--- src/hdl/assert_macros.svh ---
// assertion macros used by the job queue of the normalization core
// no dependencies; expands to nothing when SYNTHESIS is defined
`ifndef ASSERT_MACROS_SVH
`define ASSERT_MACROS_SVH
`ifndef SYNTHESIS
`define LRN_ASSERT(lbl, clk, rst_n, prop, msg) \
	lbl: assert property (@(posedge clk) disable iff (!rst_n) (prop)) else $error(msg);
`define LRN_ASSERT_IMP(lbl, clk, rst_n, ante, cons, msg) \
	lbl: assert property (@(posedge clk) disable iff (!rst_n) (ante) |-> (cons)) else $error(msg);
`else
`define LRN_ASSERT(lbl, clk, rst_n, prop, msg)
`define LRN_ASSERT_IMP(lbl, clk, rst_n, ante, cons, msg)
`endif
`endif

--- src/hdl/lrn_pkg.sv ---
// shared types, constants and elaboration-time tables of the normalization core
// no dependencies
package lrn_pkg;

	localparam int SAMPLE_W   = 16;
	localparam int HIST_DEPTH = 16;
	localparam int HIST_AW    = 4;
	localparam int MAX_WINDOW = 15;
	localparam int CNT_W      = 16;
	localparam int SUM_W      = 34;
	localparam int NUM_W      = 69;
	localparam int JOB_DEPTH  = 8;
	localparam int CFG_AW     = 2;
	localparam int CFG_DW     = 32;

	// register indexes
	typedef enum logic [CFG_AW-1:0] {
		REG_WINDOW = 2'd0,
		REG_ALPHA  = 2'd1,
		REG_BETA   = 2'd2,
		REG_BIAS   = 2'd3
	} cfg_reg_t;

	localparam logic [3:0]  WINDOW_RST = 4'd5;
	localparam logic [31:0] ALPHA_RST  = 32'd429497;
	localparam logic [15:0] BETA_RST   = 16'd12288;
	localparam logic [23:0] BIAS_RST   = 24'd131072;

	// one pending output: history slot of its channel, window extent and last flag
	typedef struct packed {
		logic [3:0] slot;
		logic [2:0] below;
		logic [2:0] above;
		logic [3:0] win;
		logic       last;
	} lrn_job_t;

	typedef enum logic {F_IDLE, F_EMIT} front_state_t;

	typedef enum logic [3:0] {
		B_IDLE, B_SUM, B_MUL_LO, B_MUL_HI, B_ADDK, B_ZERO, B_NORM, B_LOG,
		B_DIFF, B_POW, B_SEL, B_EXP, B_SCALE, B_ROUND, B_OUT
	} back_state_t;

	typedef logic [31:0][31:0] root_tab_t;

	// integer square root, bit by bit
	function automatic logic [63:0] isqrt64(input logic [63:0] v_in);
		logic [63:0] v;
		logic [63:0] r;
		logic [63:0] b;
		int i;
		v = v_in;
		r = '0;
		b = 64'd1 << 62;
		for (i = 0; i < 32; i++) begin
			if (b > v) b = b >> 2;
		end
		for (i = 0; i < 32; i++) begin
			if (b != 64'd0) begin
				if (v >= r + b) begin
					v = v - (r + b);
					r = (r >> 1) + b;
				end else begin
					r = r >> 1;
				end
				b = b >> 2;
			end
		end
		return r;
	endfunction

	// successive square roots of two in Q1.31, entry j (1 to 31) is 2^(2^-j), entry 0 is zero
	function automatic root_tab_t exp2_root_table();
		root_tab_t tab;
		logic [63:0] c;
		int j;
		tab = '0;
		c = 64'd1 << 32;
		for (j = 1; j < 32; j++) begin
			c = isqrt64(c << 31);
			tab[j] = c[31:0];
		end
		return tab;
	endfunction

	localparam root_tab_t EXP2_ROOT = exp2_root_table();

endpackage

--- src/hdl/lrn_job_fifo.sv ---
// short queue of pending output jobs between front and back
// depends on lrn_pkg and assert_macros.svh
`include "assert_macros.svh"
module lrn_job_fifo (
	input  logic              clk,
	input  logic              arst_n,
	input  logic              push,
	input  lrn_pkg::lrn_job_t push_job,
	output logic              full,
	input  logic              pop,
	output lrn_pkg::lrn_job_t pop_job,
	output logic              empty
);
	import lrn_pkg::*;

	localparam int PTR_W = $clog2(JOB_DEPTH);

	lrn_job_t            mem_q [JOB_DEPTH];
	logic [PTR_W-1:0]    wr_ptr_q;
	logic [PTR_W-1:0]    rd_ptr_q;
	logic [PTR_W:0]      count_q;

	assign full    = (count_q == (PTR_W+1)'(JOB_DEPTH));
	assign empty   = (count_q == '0);
	assign pop_job = mem_q[rd_ptr_q];

	// storage
	always_ff @(posedge clk) begin
		if (push) mem_q[wr_ptr_q] <= push_job;
	end

	// pointers and fill count
	always_ff @(posedge clk or negedge arst_n) begin
		if (!arst_n) begin
			wr_ptr_q <= '0;
			rd_ptr_q <= '0;
			count_q  <= '0;
		end else begin
			if (push) wr_ptr_q <= wr_ptr_q + 1'b1;
			if (pop) rd_ptr_q <= rd_ptr_q + 1'b1;
			if (push && !pop) count_q <= count_q + 1'b1;
			else if (pop && !push) count_q <= count_q - 1'b1;
		end
	end

	`LRN_ASSERT_IMP(a_no_overflow, clk, arst_n, push, !full, "job pushed into full queue")
	`LRN_ASSERT_IMP(a_no_underflow, clk, arst_n, pop, !empty, "job popped from empty queue")
	`LRN_ASSERT(a_count_range, clk, arst_n, count_q <= (PTR_W+1)'(JOB_DEPTH), "queue count out of range")
	`LRN_ASSERT_IMP(a_count_up, clk, arst_n, push && !pop, ##1 count_q == $past(count_q) + 1'b1, "count missed a push")
endmodule

--- config.mk ---
export PLATFORM = sky130hd
export DESIGN_NAME = lrn_job_fifo
export DESIGN_NICKNAME = d
export VERILOG_FILES = /design/src/hdl/lrn_pkg.sv /design/src/hdl/lrn_job_fifo.sv
export VERILOG_INCLUDE_DIRS = /design/src /design/src/hdl
export SDC_FILE = /design/constraint.sdc
export NUM_CORES = 1
export LEC_CHECK = 0
export BUFFER_PORTS_ARGS = -buffer_cell sky130_fd_sc_hd__clkbuf_2
export CELL_PAD_IN_SITES_DETAIL_PLACEMENT = 0
export CELL_PAD_IN_SITES_GLOBAL_PLACEMENT = 1
export CORE_ASPECT_RATIO = 0.75
export CORE_MARGIN = 2
export CORE_UTILIZATION = 48
export DETAILED_ROUTE_END_ITERATION = 10
export HOLD_SLACK_MARGIN = 0.05
export PLACE_DENSITY_LB_ADDON = 0.08
export SYNTH_ARGS = -nofsm -noshare
export SYNTH_HDL_FRONTEND = slang
export SYNTH_SLANG_ARGS = --single-unit
export TNS_END_PERCENT = 30
--- constraint.sdc ---
create_clock -name clk -period 2.07 [get_ports clk]
set_input_delay 0.207 -clock clk [delete_from_list [all_inputs] [get_ports clk]]
set_output_delay 0.207 -clock clk [all_outputs]
set_load 0.005 [all_outputs]
==> impl_metrics.tcl <==
set metrics [dict create \
    status "complete, but fails checks" \
    violations "negative setup slack" \
    insertion_delay_ns 0.40 \
    drive_above_1_share_pct 40.0 \
    port_buffers 35 \
    yosys_warnings 0 \
    clock_path_buffers 2 \
    grtUsageTotal_pct 17.1 \
    rsz0062_at_grt "yes" \
    mostFrequentLayoutCells "120 x edfxtp_1, 35 x clkbuf_2, 19 x buf_4" \
    netlist_area_um2 5220 \
    required_ns 1.86 \
    synth_compound_area_share_pct 0.791 \
    dr_total_vias 2446 \
    finalWorstPathRequiredPeriod_ns 2.17 \
    die_h_um 94.3 \
    cts_root_buf "clkbuf_16" \
    grt_max_degree 33 \
    drt-wirelength-per-cell_um 20.9 \
    syn-num-nets 258 \
    drv_cap 0 \
    yosysUniqueCellTypes 28 \
    timing.final.hold_violations 0 \
    synth_top_family_by_area "multiplexers" \
    final_nets 327 \
    dieArea_um2 11700 \
    worstMarginPinSlew_ns 0.279 \
    synth_mux_area_share_pct 19.2 \
    overflow 0 \
    htreeDepth 4 \
    clkSinkCount 130 \
    place_ws_ns 0.149 \
    synth_flop_cell "edfxtp_1" \
    start_util_pct 50.0 \
    mostFrequentLayoutCell "edfxtp_1" \
    cts_inserted_buffers 17 \
    cts_tree "built" \
    drt_iter0_markers 143 \
    antenna_found_initial 0 \
    wirelength_mm 9.45 \
    cellPowerDensity_nw_per_um2 1500 \
    placed_area_um2 5710 \
    synth_xor_area_share_pct 1.01 \
    syn_avg_cell_area_um2 22.4 \
    area_growth_pct 22.7 \
    rows 32 \
    ys_async_sr_fraction_pct 7.69 \
    hpwlAfterDp_mm 5.60 \
    ant_nets 0 \
    path_class "flop to output port" \
    setup_slack_ns -0.0965 \
    die_w_um 124 \
    max_slew_margin_pct 81.4 \
    hold_path_class "input pin to flop" \
    syn_inst 233 \
    crit_fanout 16 \
    vias_per_cell 5.42 \
    period_share_pct 105 \
    synth_seq_cells 130 \
    peakVddDrop_mv 0.858 \
    setup_viol 15 \
    fmax_ghz 0.462 \
    synth_edf_count 120 \
    power.static_leakage_nw 2.29 \
    dr.pass1.iters 4 \
    antennaDiodeCount 0 \
    startpoint_type "flop" \
    timing.setup.tns_ns -1.00 \
    ys_seq_area_share_pct 73.8 \
    post-route-util_pct 61.3 \
    grt_pass1_vias 2580 \
    slew_viol_final 0 \
    fin_skew_ns 0.0110 \
    fin_area_um2 6400 \
    io_pins 36 \
    synth_simple_gate_area_share_pct 2.40 \
    fin_cells 451 \
    route.detailed.drc 0 \
    core-area_um2 10500 \
    place_inst 416 \
    clk_pin_slew_ns 0.06 \
    grt_pass1_wl_mm 14.4 \
    crit_arrival_ns 1.96 \
    worstSetupEndpointType "output port" \
    synth-adder-area-share_pct 1.58 \
    globalplace.congestion 0.700 \
]
==> synth_stat cells, types with 2 or more instances <==
cell,number,area (µm²)
nand3_1,2,10.0
nor3_1,3,15.0
o211ai_1,2,15.0
ha_1,5,62.6
buf_6,3,33.8
buf_1,4,15.0
nand2_1,6,22.5
nand2b_1,3,18.8
xnor2_1,4,35.0
a21oi_1,2,10.0
xor2_1,2,17.5
mux4_1,30,788
edfxtp_1,120,3600
inv_1,2,7.51
dfrtp_1,10,250
nor2_1,6,22.5
mux2_2,18,203
==> flip-flops by register name (all words and copies together), names as in the netlist <==
signal    cells
count_q       4
mem_q       120
rd_ptr_q      3
wr_ptr_q      3
==> logic make-up after synthesis <==
family / after synthesis
flops: 130
mux: 49
simple gates: 25
buf+inv: 11
compound gates: 6
xor+xnor: 6
fa+ha+maj: 6
==> metal layers <==
metal	wire length (µm)	GRT usage, %	up-vias
li1	-	-	1124
met1	4450	23.2	1279
met2	4660	27.7	39
met3	301	5.18	4
met4	42	4.21	0
met5	0	0	-
==> area by class of cell <==
class | count | area, µm²
multi-input cells | 92 | 1290
well taps | 136 | 170
clock inverters | 15 | 263
fillers | 770 | 4050
clock buffers | 17 | 425
repair buffers | 59 | 398
inverters | 2 | 7.51
flip-flops and latches | 130 | 3850
==> through the flow <==
step	power [mW]	hold slack, ns
floorplan	5.14	-0.0886
CTS	9.62	0.0720
detailed placement	6.09	0.0935
global route	10.1	0.0867
finish	9.60	0.0858
global placement	6.05	0.0963
==> critical path: stages, from the launching register on <==
cell and delay, ns:
dfrtp_2 0.42, buf_12 0.18, mux4_1 0.55, mux2_2 0.29, clkbuf_2 0.11
==> report_power, final <==
| group | internal [mW] | total [mW] | switching (mW) |
|---|---|---|---|
| Combinational | 1.45 | 2.62 | 1.17 |
| Clock | 2.37 | 3.42 | 1.05 |
| Sequential | 3.34 | 3.56 | 0.220 |
==> worst paths after layout <==
path	startpoint	endpoint	slack, ns	cells after the start
max reg2reg	count_q[2]$_DFFE_PN0P_	count_q[3]$_DFFE_PN0P_	0.56	4
min in group asynchronous	arst_n	count_q[2]$_DFFE_PN0P_	0.24	2
min reg2reg	wr_ptr_q[1]$_DFFE_PN0P_	wr_ptr_q[1]$_DFFE_PN0P_	0.56	1
max	rd_ptr_q[0]$_DFFE_PN0P_	pop_job[4]	-0.1	4
min	push_job[9]	mem_q[0][9]$_DFFE_PP_	0.09	1
max in group asynchronous	arst_n	rd_ptr_q[0]$_DFFE_PN0P_	1.59	2
==> what timing repair did <==
item | CTS | global route
endpoints found under the setup margin | 15 | 16
setup buffers | 1 | 0
endpoints found under the hold margin | 11 | 0
hold buffers | 2 | 0
resized for setup | 11 | 13
Note: power is estimated with default switching activity, not from simulation.
