**config.mk**
```make
export PLATFORM = sky130hd
export DESIGN_NAME = lrn_front
export DESIGN_NICKNAME = d
export VERILOG_FILES = /design/src/hdl/assert_macros.svh /design/src/hdl/lrn_pkg.sv /design/src/hdl/lrn_front.sv
export SDC_FILE = /design/constraint.sdc
export NUM_CORES = 1
export LEC_CHECK = 0
export BUFFER_PORTS_ARGS = -buffer_cell sky130_fd_sc_hd__buf_2
export CORE_MARGIN = 2
export CORE_UTILIZATION = 55
export DETAILED_ROUTE_END_ITERATION = 12
export PLACE_DENSITY_LB_ADDON = 0.3
export SLEW_MARGIN = 20
export SYNTH_ARGS = -nofsm -noshare
export SYNTH_HDL_FRONTEND = slang
export SYNTH_SLANG_ARGS = --single-unit
export TNS_END_PERCENT = 10
```
**constraint.sdc**
```tcl
create_clock -name clk -period 3.9 [get_ports clk]
set_input_delay 0.78 -clock clk [delete_from_list [all_inputs] [get_ports clk]]
set_output_delay 0.78 -clock clk [all_outputs]
set_load 0.01 [all_outputs]
```
**src/hdl/assert_macros.svh**
```systemverilog
// assertion macros used by the job queue of the normalization core
// no dependencies; expands to nothing when SYNTHESIS is defined
`ifndef ASSERT_MACROS_SVH
`define ASSERT_MACROS_SVH
`ifndef SYNTHESIS
`define LRN_ASSERT(lbl, clk, rst_n, prop, msg) \
	lbl: assert property (@(posedge clk) disable iff (!rst_n) (prop)) else $error(msg);
`define LRN_ASSERT_IMP(lbl, clk, rst_n, ante, cons, msg) \
	lbl: assert property (@(posedge clk) disable iff (!rst_n) (ante) |-> (cons)) else $error(msg);
`else
`define LRN_ASSERT(lbl, clk, rst_n, prop, msg)
`define LRN_ASSERT_IMP(lbl, clk, rst_n, ante, cons, msg)
`endif
`endif

```
**src/hdl/lrn_pkg.sv**
```systemverilog
// shared types, constants and elaboration-time tables of the normalization core
// no dependencies
package lrn_pkg;

	localparam int SAMPLE_W   = 16;
	localparam int HIST_DEPTH = 16;
	localparam int HIST_AW    = 4;
	localparam int MAX_WINDOW = 15;
	localparam int CNT_W      = 16;
	localparam int SUM_W      = 34;
	localparam int NUM_W      = 69;
	localparam int JOB_DEPTH  = 8;
	localparam int CFG_AW     = 2;
	localparam int CFG_DW     = 32;

	// register indexes
	typedef enum logic [CFG_AW-1:0] {
		REG_WINDOW = 2'd0,
		REG_ALPHA  = 2'd1,
		REG_BETA   = 2'd2,
		REG_BIAS   = 2'd3
	} cfg_reg_t;

	localparam logic [3:0]  WINDOW_RST = 4'd5;
	localparam logic [31:0] ALPHA_RST  = 32'd429497;
	localparam logic [15:0] BETA_RST   = 16'd12288;
	localparam logic [23:0] BIAS_RST   = 24'd131072;

	// one pending output: history slot of its channel, window extent and last flag
	typedef struct packed {
		logic [3:0] slot;
		logic [2:0] below;
		logic [2:0] above;
		logic [3:0] win;
		logic       last;
	} lrn_job_t;

	typedef enum logic {F_IDLE, F_EMIT} front_state_t;

	typedef enum logic [3:0] {
		B_IDLE, B_SUM, B_MUL_LO, B_MUL_HI, B_ADDK, B_ZERO, B_NORM, B_LOG,
		B_DIFF, B_POW, B_SEL, B_EXP, B_SCALE, B_ROUND, B_OUT
	} back_state_t;

	typedef logic [31:0][31:0] root_tab_t;

	// integer square root, bit by bit
	function automatic logic [63:0] isqrt64(input logic [63:0] v_in);
		logic [63:0] v;
		logic [63:0] r;
		logic [63:0] b;
		int i;
		v = v_in;
		r = '0;
		b = 64'd1 << 62;
		for (i = 0; i < 32; i++) begin
			if (b > v) b = b >> 2;
		end
		for (i = 0; i < 32; i++) begin
			if (b != 64'd0) begin
				if (v >= r + b) begin
					v = v - (r + b);
					r = (r >> 1) + b;
				end else begin
					r = r >> 1;
				end
				b = b >> 2;
			end
		end
		return r;
	endfunction

	// successive square roots of two in Q1.31, entry j (1 to 31) is 2^(2^-j), entry 0 is zero
	function automatic root_tab_t exp2_root_table();
		root_tab_t tab;
		logic [63:0] c;
		int j;
		tab = '0;
		c = 64'd1 << 32;
		for (j = 1; j < 32; j++) begin
			c = isqrt64(c << 31);
			tab[j] = c[31:0];
		end
		return tab;
	endfunction

	localparam root_tab_t EXP2_ROOT = exp2_root_table();

endpackage

```
**src/hdl/lrn_front.sv**
```systemverilog
// front part: takes channel requests, keeps the history and counters,
// and queues one job per output that becomes due; depends on lrn_pkg
module lrn_front (
	input  logic                        clk,
	input  logic                        arst_n,
	input  logic                        s_axis_tvalid,
	output logic                        s_axis_tready,
	input  logic [lrn_pkg::SAMPLE_W-1:0] s_axis_tdata, // [15:0] sample_value
	input  logic                        s_axis_tlast,
	input  logic [3:0]                  window_size,
	output logic                        job_push,
	output lrn_pkg::lrn_job_t           job_data,
	input  logic                        job_full,
	input  logic                        job_done,
	input  logic [lrn_pkg::HIST_AW-1:0]  hist_raddr,
	output logic [lrn_pkg::SAMPLE_W-1:0] hist_rdata
);
	import lrn_pkg::*;

	front_state_t       state_q, state_d;
	logic [SAMPLE_W-1:0] hist_q [HIST_DEPTH];
	logic [CNT_W-1:0]   arr_q, emi_q;
	logic [CNT_W-1:0]   backlog, backlog_m1;
	logic               last_q, pix_end_q;
	logic [3:0]         win_q, win_eff;
	logic [2:0]         n2_q;
	logic [3:0]         inflight_q;
	logic               accept, stop_emit;

	// effective window: zero acts as one, clamp at the maximum
	always_comb begin
		win_eff = (window_size == 4'd0) ? 4'd1 : window_size;
		if (win_eff > 4'(MAX_WINDOW)) win_eff = 4'(MAX_WINDOW);
	end

	assign accept     = s_axis_tvalid && s_axis_tready;
	assign backlog    = arr_q - emi_q;
	assign backlog_m1 = backlog - 1'b1;
	assign stop_emit  = (backlog == '0) || (!last_q && backlog <= CNT_W'(n2_q));
	assign hist_rdata = hist_q[hist_raddr];

	// job for the oldest pending channel
	always_comb begin
		job_data.slot  = emi_q[HIST_AW-1:0];
		job_data.below = (emi_q < CNT_W'(n2_q)) ? emi_q[2:0] : n2_q;
		job_data.above = (backlog_m1 < CNT_W'(n2_q)) ? backlog_m1[2:0] : n2_q;
		job_data.win   = win_q;
		job_data.last  = last_q && (backlog == CNT_W'(1));
	end

	// next state and handshake
	always_comb begin
		state_d       = state_q;
		job_push      = 1'b0;
		s_axis_tready = 1'b0;
		unique case (state_q)
			F_IDLE: begin
				// older windows must be read before their slots are reused
				s_axis_tready = (inflight_q == 4'd0) ||
					((inflight_q == 4'd1) && !pix_end_q);
				if (accept) state_d = F_EMIT;
			end
			F_EMIT: begin
				if (stop_emit) state_d = F_IDLE;
				else job_push = !job_full;
			end
			default: state_d = F_IDLE;
		endcase
	end

	always_ff @(posedge clk or negedge arst_n) begin
		if (!arst_n) state_q <= F_IDLE;
		else state_q <= state_d;
	end

	// history write
	always_ff @(posedge clk) begin
		if (accept) hist_q[arr_q[HIST_AW-1:0]] <= s_axis_tdata;
	end

	// counters and per-request settings
	always_ff @(posedge clk or negedge arst_n) begin
		if (!arst_n) begin
			arr_q      <= '0;
			emi_q      <= '0;
			last_q     <= 1'b0;
			pix_end_q  <= 1'b0;
			win_q      <= 4'd1;
			n2_q       <= '0;
			inflight_q <= '0;
		end else begin
			if (accept) begin
				arr_q     <= arr_q + 1'b1;
				last_q    <= s_axis_tlast;
				pix_end_q <= s_axis_tlast;
				win_q     <= win_eff;
				n2_q      <= win_eff[3:1];
			end
			if (job_push) emi_q <= emi_q + 1'b1;
			if (state_q == F_EMIT && stop_emit && last_q) begin
				arr_q <= '0;
				emi_q <= '0;
			end
			if (job_push && !job_done) inflight_q <= inflight_q + 1'b1;
			else if (job_done && !job_push) inflight_q <= inflight_q - 1'b1;
		end
	end
endmodule

```
==> metrics.yaml <==
wire_per_inst_um: 23.9
synthArstFlopShare_pct: 14.1
slew_headroom_pct: 52.8
r2r_cells: 16
crit_path_start_kind: "flop"
drive_above_1_share_pct: 29.5
area_growth_pct: 15.6
cts_tree: "built"
ys_top_cells_by_count: "edfxtp_1 (256), mux4_2 (80), nand2_1 (53), dfrtp_1 (41), nor2_1 (38)"
setup_ws_ns: -0.487
worstPathRequired_ns: 3.12
final.setup.tns_ns: -2.04
drt_first_pass_iters: 5
antenna-diode-count: 0
finalSetupViolCount: 5
final_nets: 947
synth_cells: 785
worstSkewPairLatency_ns: 0.56
yosysTopAreaCell: "edfxtp_1"
post-route-min-period_ns: 4.39
die_w_um: 159
synth_ff_type: "edfxtp_1"
netlist.area_leader.share_pct: 58.4
wl_um: 29200
vias: 7427
ys_ff_latch: 298
antenna_left: 0
grt_pass1_vias: 7712
synth.most_common_cell: "edfxtp_1"
hold_path_class: "input port to async pin"
avgSynthCellArea_um2: 16.8
pwr_density_cell_nw_per_um2: 513
p_leak_nw: 5.45
finalClockSkew_ns: 0.0112
drt_iter0_markers: 635
pin_count: 63
finalHoldViolations: 0
io_buffers: 62
violations: "setup timing"
start_util_pct: 56.1
grt_pass1_wl_um: 45300
synthesis.nets: 851
gp_congestion: 0.904
finalMaxSlewViolations: 0
vdd_drop_max_mv: 0.367
die_h_um: 159
synth_edf_count: 256
clock_path_buffers: 3
yosysWarnings: 0
drc: 0
tightest_slew_ns: 0.708
antenna_found_initial: 0
htreeDepth: 1
die_area_um2: 25200
endpoint_kind: "primary output"
outcome: "finished, violations left"
crit_arrival_ns: 3.61
cts_sinks: 298
overflow: 0
ys_types: 61
core_area_um2: 23500
rsz0062_at_grt: "yes"
synth_area_leaders: "edfxtp_1 (58%), mux4_2 (14%), dfrtp_1 (7.8%)"
max-cap-violations: 0
critical_path_class: "flop to primary output"
finalCritPeriodShare_pct: 112
root_buffer: "clkbuf_16"
grt_use_total_pct: 23.5
path_max_fanout: 6
dp.final_hpwl_um: 16600
vias_per_cell: 6.07
holdWs_ns: 0.218
syn_area_um2: 13200
design_power_total_w: 0.00782
yosysSeqAreaShare_pct: 66.4
fmax_ghz: 0.228
cts_buffers: 30
rows: 56
grt_max_degree: 65
path_clk_slew_ns: 0.06
nFillCells: 1599
-- critical path: stages (launching register included) --
cell      delay [ns]
dfrtp_1         0.43
inv_1           0.14
ha_2            0.34
a21o_1          0.23
a31oi_1         0.20
o21ai_2         0.17
nor4b_4         0.31
a221oi_2        0.14
nor4_4          0.36
nand4_1         0.26
mux2_4          0.37
buf_6           0.12
-- power by group --
| part | internal (W) | switching (W) |
|---|---|---|
| sequential | 0.00352 | 0.0000696 |
| combinational | 0.000562 | 0.000673 |
| clock | 0.00178 | 0.00122 |
-- registers in the layout, indices dropped and copies added, names as in the netlist --
name / cells
emi_q: 16
inflight_q: 4
arr_q: 16
pix_end_q: 1
state_q: 1
win_q: 4
hist_q: 256
-- logic make-up after synthesis --
group	Yosys count	share of synthesized area [%]
flip-flops	298	66.4
AND/OR/NAND/NOR	192	7.58
multiplexers	95	14.9
AO/OA/AOI/OAI	68	3.38
buffers and inverters	62	2.07
adder cells (fa/ha/maj)	36	3.48
XOR/XNOR	34	2.26
-- layout by cell type, fill, tap and decap left out, types with 25 or more instances in the layout --
cell,instances
edfxtp_1,256
mux4_2,80
buf_2,59
nand2_1,53
dfrtp_1,40
nor2_1,38
buf_4,35
clkbuf_16,30
ha_1,28
inv_1,25
-- per-stage QoR --
step / util (%) / cell area [µm²] / cells / setup slack (ns)
3_3_place_gp: 59.6 / 14000 / 1165 / 0.0892
6_report: 64.9 / 15200 / 1224 / -0.487
4_1_cts: 64.5 / 15100 / 1222 / -0.481
5_1_grt: 64.9 / 15200 / 1224 / -0.572
3_5_place_dp: 59.6 / 14000 / 1165 / 0.0336
2_1_floorplan: - / 13200 / 785 / 0.0112
-- per-layer routing --
metal,GRT usage (%),share of wire [%],vias to the layer above
met5,0,0,-
met2,43.3,55,262
met3,3.08,5.7,29
li1,-,-,3282
met1,30.0,38,3854
met4,4.71,1.4,0
-- worst paths after layout --
check                                     start                        end  slack, ns
max                        emi_q[4]$_DFFE_PN0P_                job_data[7]      -0.49
min                                      arst_n      emi_q[11]$_DFFE_PN0P_       0.22
max reg2reg                arr_q[0]$_DFFE_PN0P_  inflight_q[3]$_DFFE_PN0P_       0.05
min reg2reg                win_q[0]$_DFFE_PN1P_       win_q[0]$_DFFE_PN1P_       0.48
max in group asynchronous                arst_n       emi_q[5]$_DFFE_PN0P_       3.27
min in group clk                   s_axis_tlast      pix_end_q$_DFFE_PN0P_       0.42
-- layout make-up --
class,instances,area [µm²],area share (%)
well taps,319,399,2.62
clock inverters,21,272,1.78
flip-flops and latches,298,8740,57.4
inverters,29,109,0.715
clock buffers,35,779,5.12
multi-input cells,425,4320,28.4
repair buffers,97,609,4.00
-- what timing repair did --
item	in CTS	in global routing
buffers inserted	1	2
hold buffers	0	0
endpoints found under the setup margin	5	7
pin swaps	13	8
resized for setup	19	11
Note: power is estimated with default switching activity, not from simulation.
